`config.mk`:
```
export PLATFORM = sky130hd
export DESIGN_NAME = sbl_cell
export DESIGN_NICKNAME = d
export VERILOG_FILES = /design/src/rtl/core/sbl_pkg.sv /design/src/rtl/core/sbl_cell.sv
export SDC_FILE = /design/constraint.sdc
export NUM_CORES = 1
export LEC_CHECK = 0
export BUFFER_PORTS_ARGS = -buffer_cell sky130_fd_sc_hd__buf_2
export CORE_MARGIN = 2
export CORE_UTILIZATION = 41
export CTS_CLUSTER_SIZE = 28
export DETAILED_ROUTE_END_ITERATION = 16
export PLACE_DENSITY = 0.78
export SKIP_CTS_REPAIR_TIMING = 1
export SLEW_MARGIN = 40
export SYNTH_ARGS = -nofsm -noshare
export SYNTH_HDL_FRONTEND = slang
export SYNTH_SLANG_ARGS = --single-unit
```
`constraint.sdc`:
```
create_clock -name i_clk -period 2.39 [get_ports i_clk]
set_input_delay 0.478 -clock i_clk [delete_from_list [all_inputs] [get_ports i_clk]]
set_output_delay 0.478 -clock i_clk [all_outputs]
set_load 0.01 [all_outputs]
```
`src/rtl/core/sbl_pkg.sv`:
```
// Shared types and constants for the sorted block list.
// No dependencies; used by every file under rtl/core.
package sbl_pkg;

    localparam int CAPACITY = 64;
    localparam int BLK_W    = 24;
    localparam int IDX_W    = 6;
    localparam int CNT_W    = $clog2(CAPACITY + 1);
    localparam int OUT_CNT_W = 7;
    localparam int CMP_W    = (CNT_W > IDX_W) ? CNT_W : IDX_W;

    typedef logic [1:0] t_cmd;
    localparam t_cmd CMD_ADD   = 2'd0;
    localparam t_cmd CMD_DEL   = 2'd1;
    localparam t_cmd CMD_CLEAR = 2'd2;
    localparam t_cmd CMD_READ  = 2'd3;

    typedef logic [2:0] t_status;
    localparam t_status STAT_OK       = 3'd0;
    localparam t_status STAT_DUP      = 3'd1;
    localparam t_status STAT_NOTFOUND = 3'd2;
    localparam t_status STAT_FULL     = 3'd3;
    localparam t_status STAT_RANGE    = 3'd4;

    typedef enum logic {
        S_IDLE,
        S_EXEC
    } t_state;

    // Update strobe broadcast to every cell in the execute state of a command.
    typedef struct packed {
        logic             add_go;
        logic             del_go;
        logic [BLK_W-1:0] blk;
    } t_cell_ctl;

endpackage

```
`src/rtl/core/sbl_cell.sv`:
```
// One cell of the sorted list: holds one entry and its compare flags.
// Depends on sbl_pkg; instantiated in a row by sorted_block_list.
module sbl_cell (
    input  logic                        i_clk,
    input  logic                        i_load,
    input  logic [sbl_pkg::BLK_W-1:0]   i_block,
    input  logic                        i_occ,
    input  logic                        i_sel,
    input  sbl_pkg::t_cell_ctl          i_ctl,
    input  logic [sbl_pkg::BLK_W-1:0]   i_left_value,
    input  logic                        i_left_ins,
    input  logic [sbl_pkg::BLK_W-1:0]   i_right_value,
    output logic [sbl_pkg::BLK_W-1:0]   o_value,
    output logic                        o_ins,
    output logic                        o_eq,
    output logic [sbl_pkg::BLK_W-1:0]   o_rd
);

    logic [sbl_pkg::BLK_W-1:0] r_value;
    logic [sbl_pkg::BLK_W-1:0] n_value;
    logic                      r_lt;
    logic                      r_eq;
    logic                      r_free;
    logic                      r_hit;

    // flags are sampled on the accept edge, while count is still the old one
    always_ff @(posedge i_clk) begin
        if (i_load) begin
            r_lt   <= i_occ & (i_block < r_value);
            r_eq   <= i_occ & (i_block == r_value);
            r_free <= ~i_occ;
            r_hit  <= i_sel;
        end
        r_value <= n_value;
    end

    // insertion point and everything above it; monotone along the row
    assign o_ins   = r_free | r_lt;
    assign o_eq    = r_eq;
    assign o_value = r_value;
    assign o_rd    = r_hit ? r_value : '0;

    always_comb begin
        n_value = r_value;
        if (i_ctl.add_go && o_ins) begin
            n_value = i_left_ins ? i_left_value : i_ctl.blk;
        end else if (i_ctl.del_go && !r_free && (r_lt || r_eq)) begin
            n_value = i_right_value;
        end
    end

endmodule

```
==> results of run 1 <==
-- worst max-delay path: stages, from the launching register on --
cell                       delay (ps)
sky130_fd_sc_hd__edfxtp_1         660
sky130_fd_sc_hd__and2_1           280
sky130_fd_sc_hd__buf_2            140
-- layer usage --
layer	vias to the layer above	global-route usage [%]	wire length, um
li1	1086	-	-
met1	921	24.2	2460
met2	74	34.6	2900
met3	14	2.96	278
met4	0	8.55	136
met5	-	0	0
-- per-stage QoR --
| stage | setup slack, ps | cells | hold WS (ps) | utilization (%) | area (um2) |
|---|---|---|---|---|---|
| 5_1_grt | 429 | 442 | 370 | 59.0 | 3000 |
| 2_1_floorplan | 396 | 225 | 577 | - | 2140 |
| 6_report | 567 | 442 | 377 | 59.0 | 3000 |
| 3_3_place_gp | 462 | 439 | 662 | 58.2 | 2950 |
| 4_1_cts | 556 | 442 | 375 | 59.0 | 3000 |
| 3_5_place_dp | 415 | 439 | 659 | 58.2 | 2950 |
-- power breakdown --
group	internal (mW)	switching [mW]
combinational	0.233	0.256
sequential	0.611	0.0452
clock	0.113	0.138
total	0.958	0.439
-- worst max path at each step --
stage,start,end
5_1_grt,r_hit,o_rd[13]
3_5_place_dp,i_block[22],r_lt
4_1_cts,o_value[22],r_lt
3_3_place_gp,i_block[22],r_lt
6_report,r_hit,o_rd[21]
2_1_floorplan,r_free,o_value[0]
-- state kept, by name, indices dropped and copies added (netlist names) --
signal / count
r_lt: 1
r_free: 1
o_value: 24
r_hit: 1
o_eq: 1
-- layout make-up --
cell class | count | share of cell area, %
tap | 70 | 2.92
clock buffer | 3 | 1.38
sequential | 28 | 28.1
multi-input combinational | 161 | 38.5
timing repair buffer | 154 | 25.9
inverter | 26 | 3.26
-- cells by family (layout without fill, tap and decap cells) --
logic type | Yosys count | in the layout | share of synthesized area (%)
AO/OA/AOI/OAI | 42 | 42 | 10.9
adder cells (fa/ha/maj) | 24 | 24 | 14.0
buffers and inverters | 36 | 183 | 7.07
flip-flops | 28 | 28 | 39.3
multiplexers | 24 | 24 | 11.2
AND/OR/NAND/NOR | 71 | 71 | 17.5
-- layout by cell type, fill, tap and decap left out, types with 2 or more instances in the layout --
cell	instances
sky130_fd_sc_hd__buf_2	152
sky130_fd_sc_hd__edfxtp_1	28
sky130_fd_sc_hd__inv_1	26
sky130_fd_sc_hd__nand2_1	26
sky130_fd_sc_hd__mux2i_1	24
sky130_fd_sc_hd__and2_1	24
sky130_fd_sc_hd__ha_1	24
sky130_fd_sc_hd__o21ai_0	13
sky130_fd_sc_hd__o21ai_1	12
sky130_fd_sc_hd__a21oi_1	9
sky130_fd_sc_hd__nand3_1	6
sky130_fd_sc_hd__nand4_1	6
sky130_fd_sc_hd__clkbuf_8	3
sky130_fd_sc_hd__a31oi_1	2
sky130_fd_sc_hd__nor2_1	2
sky130_fd_sc_hd__a21boi_0	2
sky130_fd_sc_hd__buf_4	2
==> implementation parameters, run 1 <==
Parameter                              Value

Synthesis
  Portion of synthesized cell area occupied by the leading cell type    39.3%
  Post-synthesis sequential area ratio    39.3%
  Syn nets    352
  Syn Std Cell Area    0.00214 mm2
  Predominant post-synthesis flop cell    sky130_fd_sc_hd__edfxtp_1
  Yosys warning count    0
  Count of cell types in the netlist    27
  Leading cell types by count after synthesis    28 x sky130_fd_sc_hd__edfxtp_1, 26 x sky130_fd_sc_hd__inv_1, 26 x sky130_fd_sc_hd__nand2_1
  Most instantiated library cell after synthesis    sky130_fd_sc_hd__edfxtp_1
  Number of synthesized register bits    28
  Library cell occupying the most area in the post-synthesis netlist    sky130_fd_sc_hd__edfxtp_1
  Share of flip-flops with an asynchronous set or reset    0%
  Count of flip-flops with a built-in enable after synthesis    28
  Syn avg cell area    9.52 um2
  Cells taking the most area after synthesis    sky130_fd_sc_hd__edfxtp_1 39%, sky130_fd_sc_hd__ha_1 14%, sky130_fd_sc_hd__mux2i_1 11%, sky130_fd_sc_hd__and2_1 7.0%, sky130_fd_sc_hd__inv_1 4.6%
  Synthesized instance count    225

Worst setup path
  Endpoint kind of the worst setup timing path    primary output
  Critical path data required time    1910 ps
  End of the worst register-to-register path    r_lt
  Setup slack, reg-to-reg    570 ps
  Start of the worst register-to-register path    o_value[22]
  Startpoint class of the critical path    register
  Arrival time at the worst endpoint    1340 ps
  Largest fanout on the critical path    24
  Worst reg-to-reg path cell count    6
  Path type of the worst setup path    reg -> out

Power
  Power Dens Cells    466 mW/mm2
  LEAKAGE    1.61 nW
  Total chip power    1.40 mW
  Peak supply drop    0.239 mV

Floorplan
  Boundary Pins    153
  DIE AREA    0.00582 mm2
  Die height    76.3 um
  Number of placement rows    26
  Starting density of the core    42.2%
  Core outline area    0.00507 mm2
  Die Span X    76.3 um

STA
  Slew HR    55.4%
  Achievable frequency    0.549 GHz
  Setup-violating endpoint count in the final report    0
  Post-layout min period    1820 ps
  Share of the cycle needed by the critical path after routing    76.3%
  Worst setup skew after layout    9.30 ps
  Final slew viol count    0
  Number of hold violations in the final report    0
  Setup TNS after final layout    0 ps
  Worst slew pin tran    669 ps
  Setup repair after global routing missed its margin    false

CTS
  CTS sink cnt    28
  CTS clk-pin slew, worst paths    90 ps
  CTS tree    yes
  Clk_lat worst skew    270 ps
  Buffer depth of the longest clock path    2
  Number of buffers inserted during clock tree synthesis    3
  Clock H-tree levels    1
  Cell chosen for the clock root    sky130_fd_sc_hd__clkbuf_8

Final layout
  Reg area    841 um2
  Number of diodes added for antenna fixing    0
  Multi-input logic area    0.00115 mm2
  Post-layout nets    501
  Layout fillers    455
  Area added between synthesis and finish    39.8%
  Proportion of layout cells with a drive suffix above 1    43.0%

GRT
  Overflow after GRT    0
  Number of global-route vias before repair    1988
  Global-route wire length before repair    9.24 mm
  Initial antenna violation count    0
  Pin count of the biggest net entering global routing    49
  Overall track demand over capacity in global routing    19.8%

Detailed routing
  Routed Wire Length    5.78 mm
  Vias    2095
  First-pass iteration count of the detailed router    6
  Post-route ant nets    0
  DRC marker count from the first detailed-route iteration    52
  Average wire per cell in the routed design    13.1 um
  Residual DRC count    0
  Vias per Instance    4.74

Placement
  IO buf count    152
  Dpl hpwl    4.89 mm
  Gp weighted congestion    0.870

Min path
  Type of the tightest min-delay check    in -> reg
  Endpoint of the worst hold-timing path    r_hit
  Worst hold path startpoint    i_sel
  Number of cells on the worst hold path    1

Job
  Max-capacitance violation count    0

Outcome
  Run status    finished, final reports clean
Note: power is estimated with default switching activity, not from simulation.
==> run 2: changes to the inputs <==
--- a/config.mk
+++ b/config.mk
@@ -7,10 +7,10 @@
 export LEC_CHECK = 0
 export BUFFER_PORTS_ARGS = -buffer_cell sky130_fd_sc_hd__buf_2
 export CORE_MARGIN = 2
-export CORE_UTILIZATION = 41
+export CORE_UTILIZATION = 37
 export CTS_CLUSTER_SIZE = 28
 export DETAILED_ROUTE_END_ITERATION = 16
-export PLACE_DENSITY = 0.78
+export PLACE_DENSITY = 0.75
 export SKIP_CTS_REPAIR_TIMING = 1
 export SLEW_MARGIN = 40
 export SYNTH_ARGS = -nofsm -noshare
==> constraint.sdc (replaced) <==
create_clock -name i_clk -period 1.5 [get_ports i_clk]
set_input_delay 0.3 -clock i_clk [delete_from_list [all_inputs] [get_ports i_clk]]
set_output_delay 0.3 -clock i_clk [all_outputs]
set_load 0.01 [all_outputs]
==> implementation parameters, run 2 (synthesized netlist as in run 1, its figures left out) <==
Parameter                              Value

Job
  Max-capacitance violation count    0 (unchanged)

Power
  Total chip power    2.43 mW (+74%)
  LEAKAGE    1.76 nW (+9.1%)
  Power Dens Cells    730 mW/mm2 (+57%)
  Peak supply drop    0.407 mV (+70%)

Placement
  Placement Cell Area    0.00320 mm2 (+8.2%)
  Dpl hpwl    5.28 mm (+7.8%)
  Gp weighted congestion    0.897 (+3.1%)
  IO buf count    152 (unchanged)

Final layout
  Proportion of layout cells with a drive suffix above 1    49.4% (+6.4 points)
  Area added between synthesis and finish    55.1%
  Commonest non-fill, non-tap cell in the layout    sky130_fd_sc_hd__buf_2
  Total non-filler cell area in the finished layout    0.00332 mm2 (+11%)
  Most frequent cells in the layout    151 x sky130_fd_sc_hd__buf_2, 28 x sky130_fd_sc_hd__edfxtp_1, 25 x sky130_fd_sc_hd__nand2_1
  Number of diodes added for antenna fixing    0 (unchanged)
  Post-layout nets    527 (+5.2%)
  Layout fillers    498 (+9.5%)
  Number of flip-flops in the largest register    24 (unchanged)

GRT
  Initial antenna violation count    0 (unchanged)
  Pin count of the biggest net entering global routing    49 (unchanged)
  Overall track demand over capacity in global routing    18.9% (-0.90 points)
  Global-route wire length before repair    9.48 mm (+2.6%)
  Number of global-route vias before repair    2096 (+5.4%)
  Overflow after GRT    0 (unchanged)

Detailed routing
  Vias    2217 (+5.8%)
  First-pass iteration count of the detailed router    4 (-2)
  Vias per Instance    4.71 (-0.69%)
  Average wire per cell in the routed design    13.8 um (+5.6%)
  Routed Wire Length    6.50 mm (+13%)
  DRC marker count from the first detailed-route iteration    53 (+1.9%)
  Post-route ant nets    0 (unchanged)
  Residual DRC count    0 (unchanged)

STA
  Setup-violating endpoint count in the final report    2 (+2)
  Post-layout min period    1810 ps
  Number of hold violations in the final report    0 (unchanged)
  Worst hold slack    204 ps (-173 ps)
  Final slew viol count    0 (unchanged)
  Achievable frequency    0.552 GHz
  Setup repair after global routing missed its margin    true
  Worst slew pin tran    571 ps (-98.5 ps)
  Slew HR    62.0% (+6.6 points)
  Worst setup skew after layout    2.72 ps (-6.59 ps)
  Post-layout worst setup margin    -311 ps (-878 ps)
  Share of the cycle needed by the critical path after routing    121%

CTS
  Cell chosen for the clock root    sky130_fd_sc_hd__clkbuf_8
  Buffer depth of the longest clock path    2 (unchanged)
  CTS tree    yes
  CTS clk-pin slew, worst paths    100 ps (about the same)
  Number of buffers inserted during clock tree synthesis    3 (unchanged)
  Clock H-tree levels    1 (unchanged)
  Clk_lat worst skew    270 ps (about the same)
  CTS sink cnt    28 (unchanged)

Floorplan
  Starting density of the core    38.7% (-3.5 points)
  Core outline area    0.00554 mm2 (+9.2%)
  Boundary Pins    153 (unchanged)
  DIE AREA    0.00641 mm2 (+10%)
  Die Span X    80.1 um (+5.0%)
  Die height    80.1 um (+5.0%)
  Number of placement rows    27 (+3.8%)

Worst setup path
  Path type of the worst setup path    reg -> reg
  Arrival time at the worst endpoint    1840 ps (+500 ps)
  Critical path data required time    1530 ps (-380 ps)
  Startpoint class of the critical path    register
  Critical path cell sequence    inv_1, ha_1, nand4_1, or3_1, a31oi_1, nor4_2
  CP delay by family, top    simple AND/OR/NAND/NOR gates
  Endpoint kind of the worst setup timing path    register
  Max incr delay on CP    410 ps (-250 ps)
  Buffering stage count on the worst path with inverters included    1 (unchanged)
  CP max stage cell    sky130_fd_sc_hd__edfxtp_1
  Largest fanout on the critical path    3 (-88%)

Min path
  Type of the tightest min-delay check    in -> reg

Outcome
  Run status    finished with violations
  Failing checks    setup timing
[run 2: cell types whose count changed in the layout (fill, tap and decap cells not counted), sizes merged]
cell | before | now
clkinv | 0 | 1
nor2 | 3 | 4
clkbuf | 3 | 4
buf | 154 | 178
[run 2: per-stage QoR]
| stage | setup slack (ps) | TNS [ps] | util [%] | std cells |
|---|---|---|---|---|
| after floorplan | -165 | -165 | - | 225 |
| after global placement | -214 | -558 | 57.7 | 464 |
| after detailed placement | -293 | -815 | 57.7 | 464 |
| after CTS | -303 | -1120 | 58.5 | 468 |
| after global routing | -391 | -577 | 60.0 | 471 |
| final | -311 | -389 | 60.0 | 471 |
[run 2: path summary, 6_finish.rpt]
check	cells after the start	slack, ps	startpoint	end
setup / recovery	6	-310	o_value[16]	r_lt
hold / removal	1	200	i_sel	r_hit
setup reg to reg	6	-310	o_value[16]	r_lt
hold reg to reg	2	820	o_value[0]	o_eq
[run 2: power by group]
group / internal (mW) / switching, mW
clock: 0.184 / 0.239
combinational: 0.495 / 0.484
sequential: 0.973 / 0.0520
[run 2: worst reg2reg max path, cell delays in order (launching register included)]
cell and delay [ps]:
sky130_fd_sc_hd__edfxtp_1 410, sky130_fd_sc_hd__inv_1 60, sky130_fd_sc_hd__ha_1 260, sky130_fd_sc_hd__nand4_1 160
sky130_fd_sc_hd__or3_1 400, sky130_fd_sc_hd__a31oi_1 200, sky130_fd_sc_hd__nor4_2 70
[run 2: cell type report]
cell class	count	area, um2	area share (%)
clock buffers	3	41.3	1.24
flip-flops and latches	28	841	25.3
inverters	26	97.6	2.94
multi-input cells	162	1230	37.1
repair buffers	179	1020	30.6
well taps	72	90.1	2.71
clock inverters	1	3.75	0.113
[run 2: per-layer routing]
layer,routed length [um],up-vias,share of wire (%),track usage [%]
met1,2790,993,43,24.3
met2,3330,80,51,32.3
li1,-,1140,-,-
met3,331,4,5.1,2.81
met5,0,-,0,0
met4,59,0,0.91,6.44
==> run 3: changes to the inputs <==
--- a/config.mk
+++ b/config.mk
@@ -6,11 +6,13 @@
 export NUM_CORES = 1
 export LEC_CHECK = 0
 export BUFFER_PORTS_ARGS = -buffer_cell sky130_fd_sc_hd__buf_2
+export CAP_MARGIN = 20
 export CORE_MARGIN = 2
 export CORE_UTILIZATION = 37
 export CTS_CLUSTER_SIZE = 28
 export DETAILED_ROUTE_END_ITERATION = 16
 export PLACE_DENSITY = 0.75
+export SETUP_SLACK_MARGIN = 0.3
 export SKIP_CTS_REPAIR_TIMING = 1
 export SLEW_MARGIN = 40
 export SYNTH_ARGS = -nofsm -noshare
==> constraint.sdc (replaced) <==
create_clock -name i_clk -period 1.5 [get_ports i_clk]
set_input_delay 0.075 -clock i_clk [delete_from_list [all_inputs] [get_ports i_clk]]
set_output_delay 0.075 -clock i_clk [all_outputs]
set_load 0.01 [all_outputs]
==> implementation parameters, run 3 (synthesized netlist as in run 1, its figures left out) <==
Parameter                              Value

Power
  Net Sw Frac    32.4% (+0.47 points)
  Proportion of power drawn by flip-flops and latches    36.9% (-5.3 points)
  Power spent charging and discharging nets    899 uW (+16%)
  Power Dens Cells    703 mW/mm2 (-3.8%)
  Clock network power share    14.7% (-2.7 points)
  Total chip power    2.78 mW (+14%)
  Gate power share    48.3% (+8.0 points)
  Peak supply drop    0.469 mV (+15%)
  Internal power    1.88 mW (+14%)
  LEAKAGE    1.99 nW (+13%)

STA
  Setup repair after global routing missed its margin    true
  Post-layout min period    1730 ps (-82.9 ps)
  Number of hold violations in the final report    0 (unchanged)
  Setup-violating endpoint count in the final report    2 (unchanged)
  Worst slew pin tran    399 ps (-172 ps)
  Achievable frequency    0.579 GHz (+4.8%)
  Worst setup skew after layout    6.96 ps (+4.24 ps)
  Final slew viol count    0 (unchanged)
  Slew HR    73.4% (+11 points)
  Share of the cycle needed by the critical path after routing    115% (-5.5 points)
  Post-layout worst setup margin    -228 ps (+82.9 ps)

GRT
  Met3 layer usage reported by global route    1.80% (-1.0 points)
  Global-route wire length before repair    9.25 mm (-2.5%)
  Initial antenna violation count    0 (unchanged)
  Overall track demand over capacity in global routing    18.6% (-0.30 points)
  Global-route track usage on met2    33.7% (+1.4 points)
  Busiest layer in global routing    met2
  Overflow after GRT    0 (unchanged)
  Number of global-route vias before repair    2037 (-2.8%)
  Pin count of the biggest net entering global routing    27 (-45%)
  Global-route track usage on met1    23.4% (-0.96 points)

Worst setup path
  End of the worst register-to-register path    r_lt
  Arrival time at the worst endpoint    1760 ps (-80 ps)
  Setup slack, reg-to-reg    -230 ps (+80 ps)
  Critical path data required time    1530 ps (about the same)
  Endpoint kind of the worst setup timing path    register
  Path type of the worst setup path    reg -> reg
  Startpoint class of the critical path    register
  Start of the worst register-to-register path    o_value[17]
  Largest fanout on the critical path    3 (unchanged)
  Worst reg-to-reg path cell count    6 (unchanged)

Placement
  Placed instance count    466 (+0.43%)
  Gp weighted congestion    0.816 (-9.0%)
  Placement Cell Area    0.00324 mm2 (+1.4%)
  IO buf count    152 (unchanged)
  Dpl hpwl    5.36 mm (+1.7%)

CTS
  Cell chosen for the clock root    sky130_fd_sc_hd__clkbuf_8
  CTS clk-pin slew, worst paths    90 ps (about the same)
  Clock H-tree levels    1 (unchanged)
  Number of buffers inserted during clock tree synthesis    3 (unchanged)
  CTS sink cnt    28 (unchanged)
  CTS tree    yes
  Buffer depth of the longest clock path    2 (unchanged)
  Clk_lat worst skew    270 ps (about the same)

Detailed routing
  Vias per Instance    4.97 (+5.7%)
  Average wire per cell in the routed design    15.6 um (+13%)
  First-pass iteration count of the detailed router    4 (unchanged)
  Residual DRC count    0 (unchanged)
  DRC marker count from the first detailed-route iteration    117 (+120%)
  Routed Wire Length    7.55 mm (+16%)
  Post-route ant nets    0 (unchanged)
  Vias    2407 (+8.6%)

Final layout
  Final cell utilization of the core    71.3% (+11 points)
  Non-filler instance count after layout    484 (+2.8%)
  Number of flip-flops in the largest register    24 (unchanged)
  Total non-filler cell area in the finished layout    0.00395 mm2 (+19%)
  Most frequent cells in the layout    129 x sky130_fd_sc_hd__buf_2, 31 x sky130_fd_sc_hd__buf_6, 28 x sky130_fd_sc_hd__edfxtp_1
  Area added between synthesis and finish    84.3%
  Post-layout nets    540 (+2.5%)
  Number of diodes added for antenna fixing    0 (unchanged)
  Proportion of layout cells with a drive suffix above 1    65.5% (+16 points)
  Commonest non-fill, non-tap cell in the layout    sky130_fd_sc_hd__buf_2

Min path
  Endpoint of the worst hold-timing path    r_lt
  Number of cells on the worst hold path    1 (unchanged)
  Worst hold path startpoint    i_load
  Type of the tightest min-delay check    in -> reg

Floorplan
  Starting density of the core    38.7% (unchanged)
  Core outline area    0.00554 mm2 (unchanged)
  Number of placement rows    27 (unchanged)
  Die height    80.1 um (unchanged)
  DIE AREA    0.00641 mm2 (unchanged)
  Die Span X    80.1 um (unchanged)
  Boundary Pins    153 (unchanged)

Outcome
  Run status    finished with violations
  Failing checks    setup timing

Job
  Max-capacitance violation count    0 (unchanged)
-- run 3: worst max-delay path: stages (launching register included) --
cell,delay (ps)
sky130_fd_sc_hd__edfxtp_1,370
sky130_fd_sc_hd__inv_1,60
sky130_fd_sc_hd__ha_1,290
sky130_fd_sc_hd__nand4_1,140
sky130_fd_sc_hd__or3_1,370
sky130_fd_sc_hd__a31oi_1,180
sky130_fd_sc_hd__nor4_2,70
-- run 3: worst max path at each step --
stage,startpoint,endpoint,slack (ps),cells past startpoint
CTS,o_value[3],r_lt,-230,6
floorplan,o_value[18],r_lt,-170,6
global route,o_value[3],r_lt,-330,6
global placement,o_value[23],r_lt,-190,6
finish,o_value[17],r_lt,-230,6
detailed placement,o_value[3],r_lt,-200,6
-- run 3: through the flow --
stage / setup TNS [ps] / setup WS [ps] / hold WS [ps]
6_report: -235 / -228 / 56.8
4_1_cts: -287 / -229 / -19.4
5_1_grt: -515 / -334 / 63.7
2_1_floorplan: -165 / -165 / 174
3_5_place_dp: -225 / -199 / 261
3_3_place_gp: -197 / -194 / 263
-- run 3: power groups by stage --
stage / combinational (mW) / sequential, mW / clock (mW)
2_1_floorplan: 0.451 / 1.07 / 0
3_3_place_gp: 0.943 / 1.04 / 0
3_5_place_dp: 0.964 / 1.05 / 0
4_1_cts: 0.967 / 1.03 / 0.409
5_1_grt: 1.44 / 1.04 / 0.439
6_report: 1.34 / 1.03 / 0.409
-- run 3: area by class of cell --
type,count,area (um2)
Clock buffer,3,41.3
Fill cell,410,1590
Timing Repair Buffer,192,1350
Multi-Input combinational cell,162,1520
Inverter,26,97.6
Sequential cell,28,841
Clock inverter,1,3.75
Tap cell,72,90.1
-- run 3: layer usage --
layer  wire [um]  part of all wire (%)
met1        2890                    38
met4          96                   1.3
met5           0                     0
met2        4080                    54
met3         484                   6.4
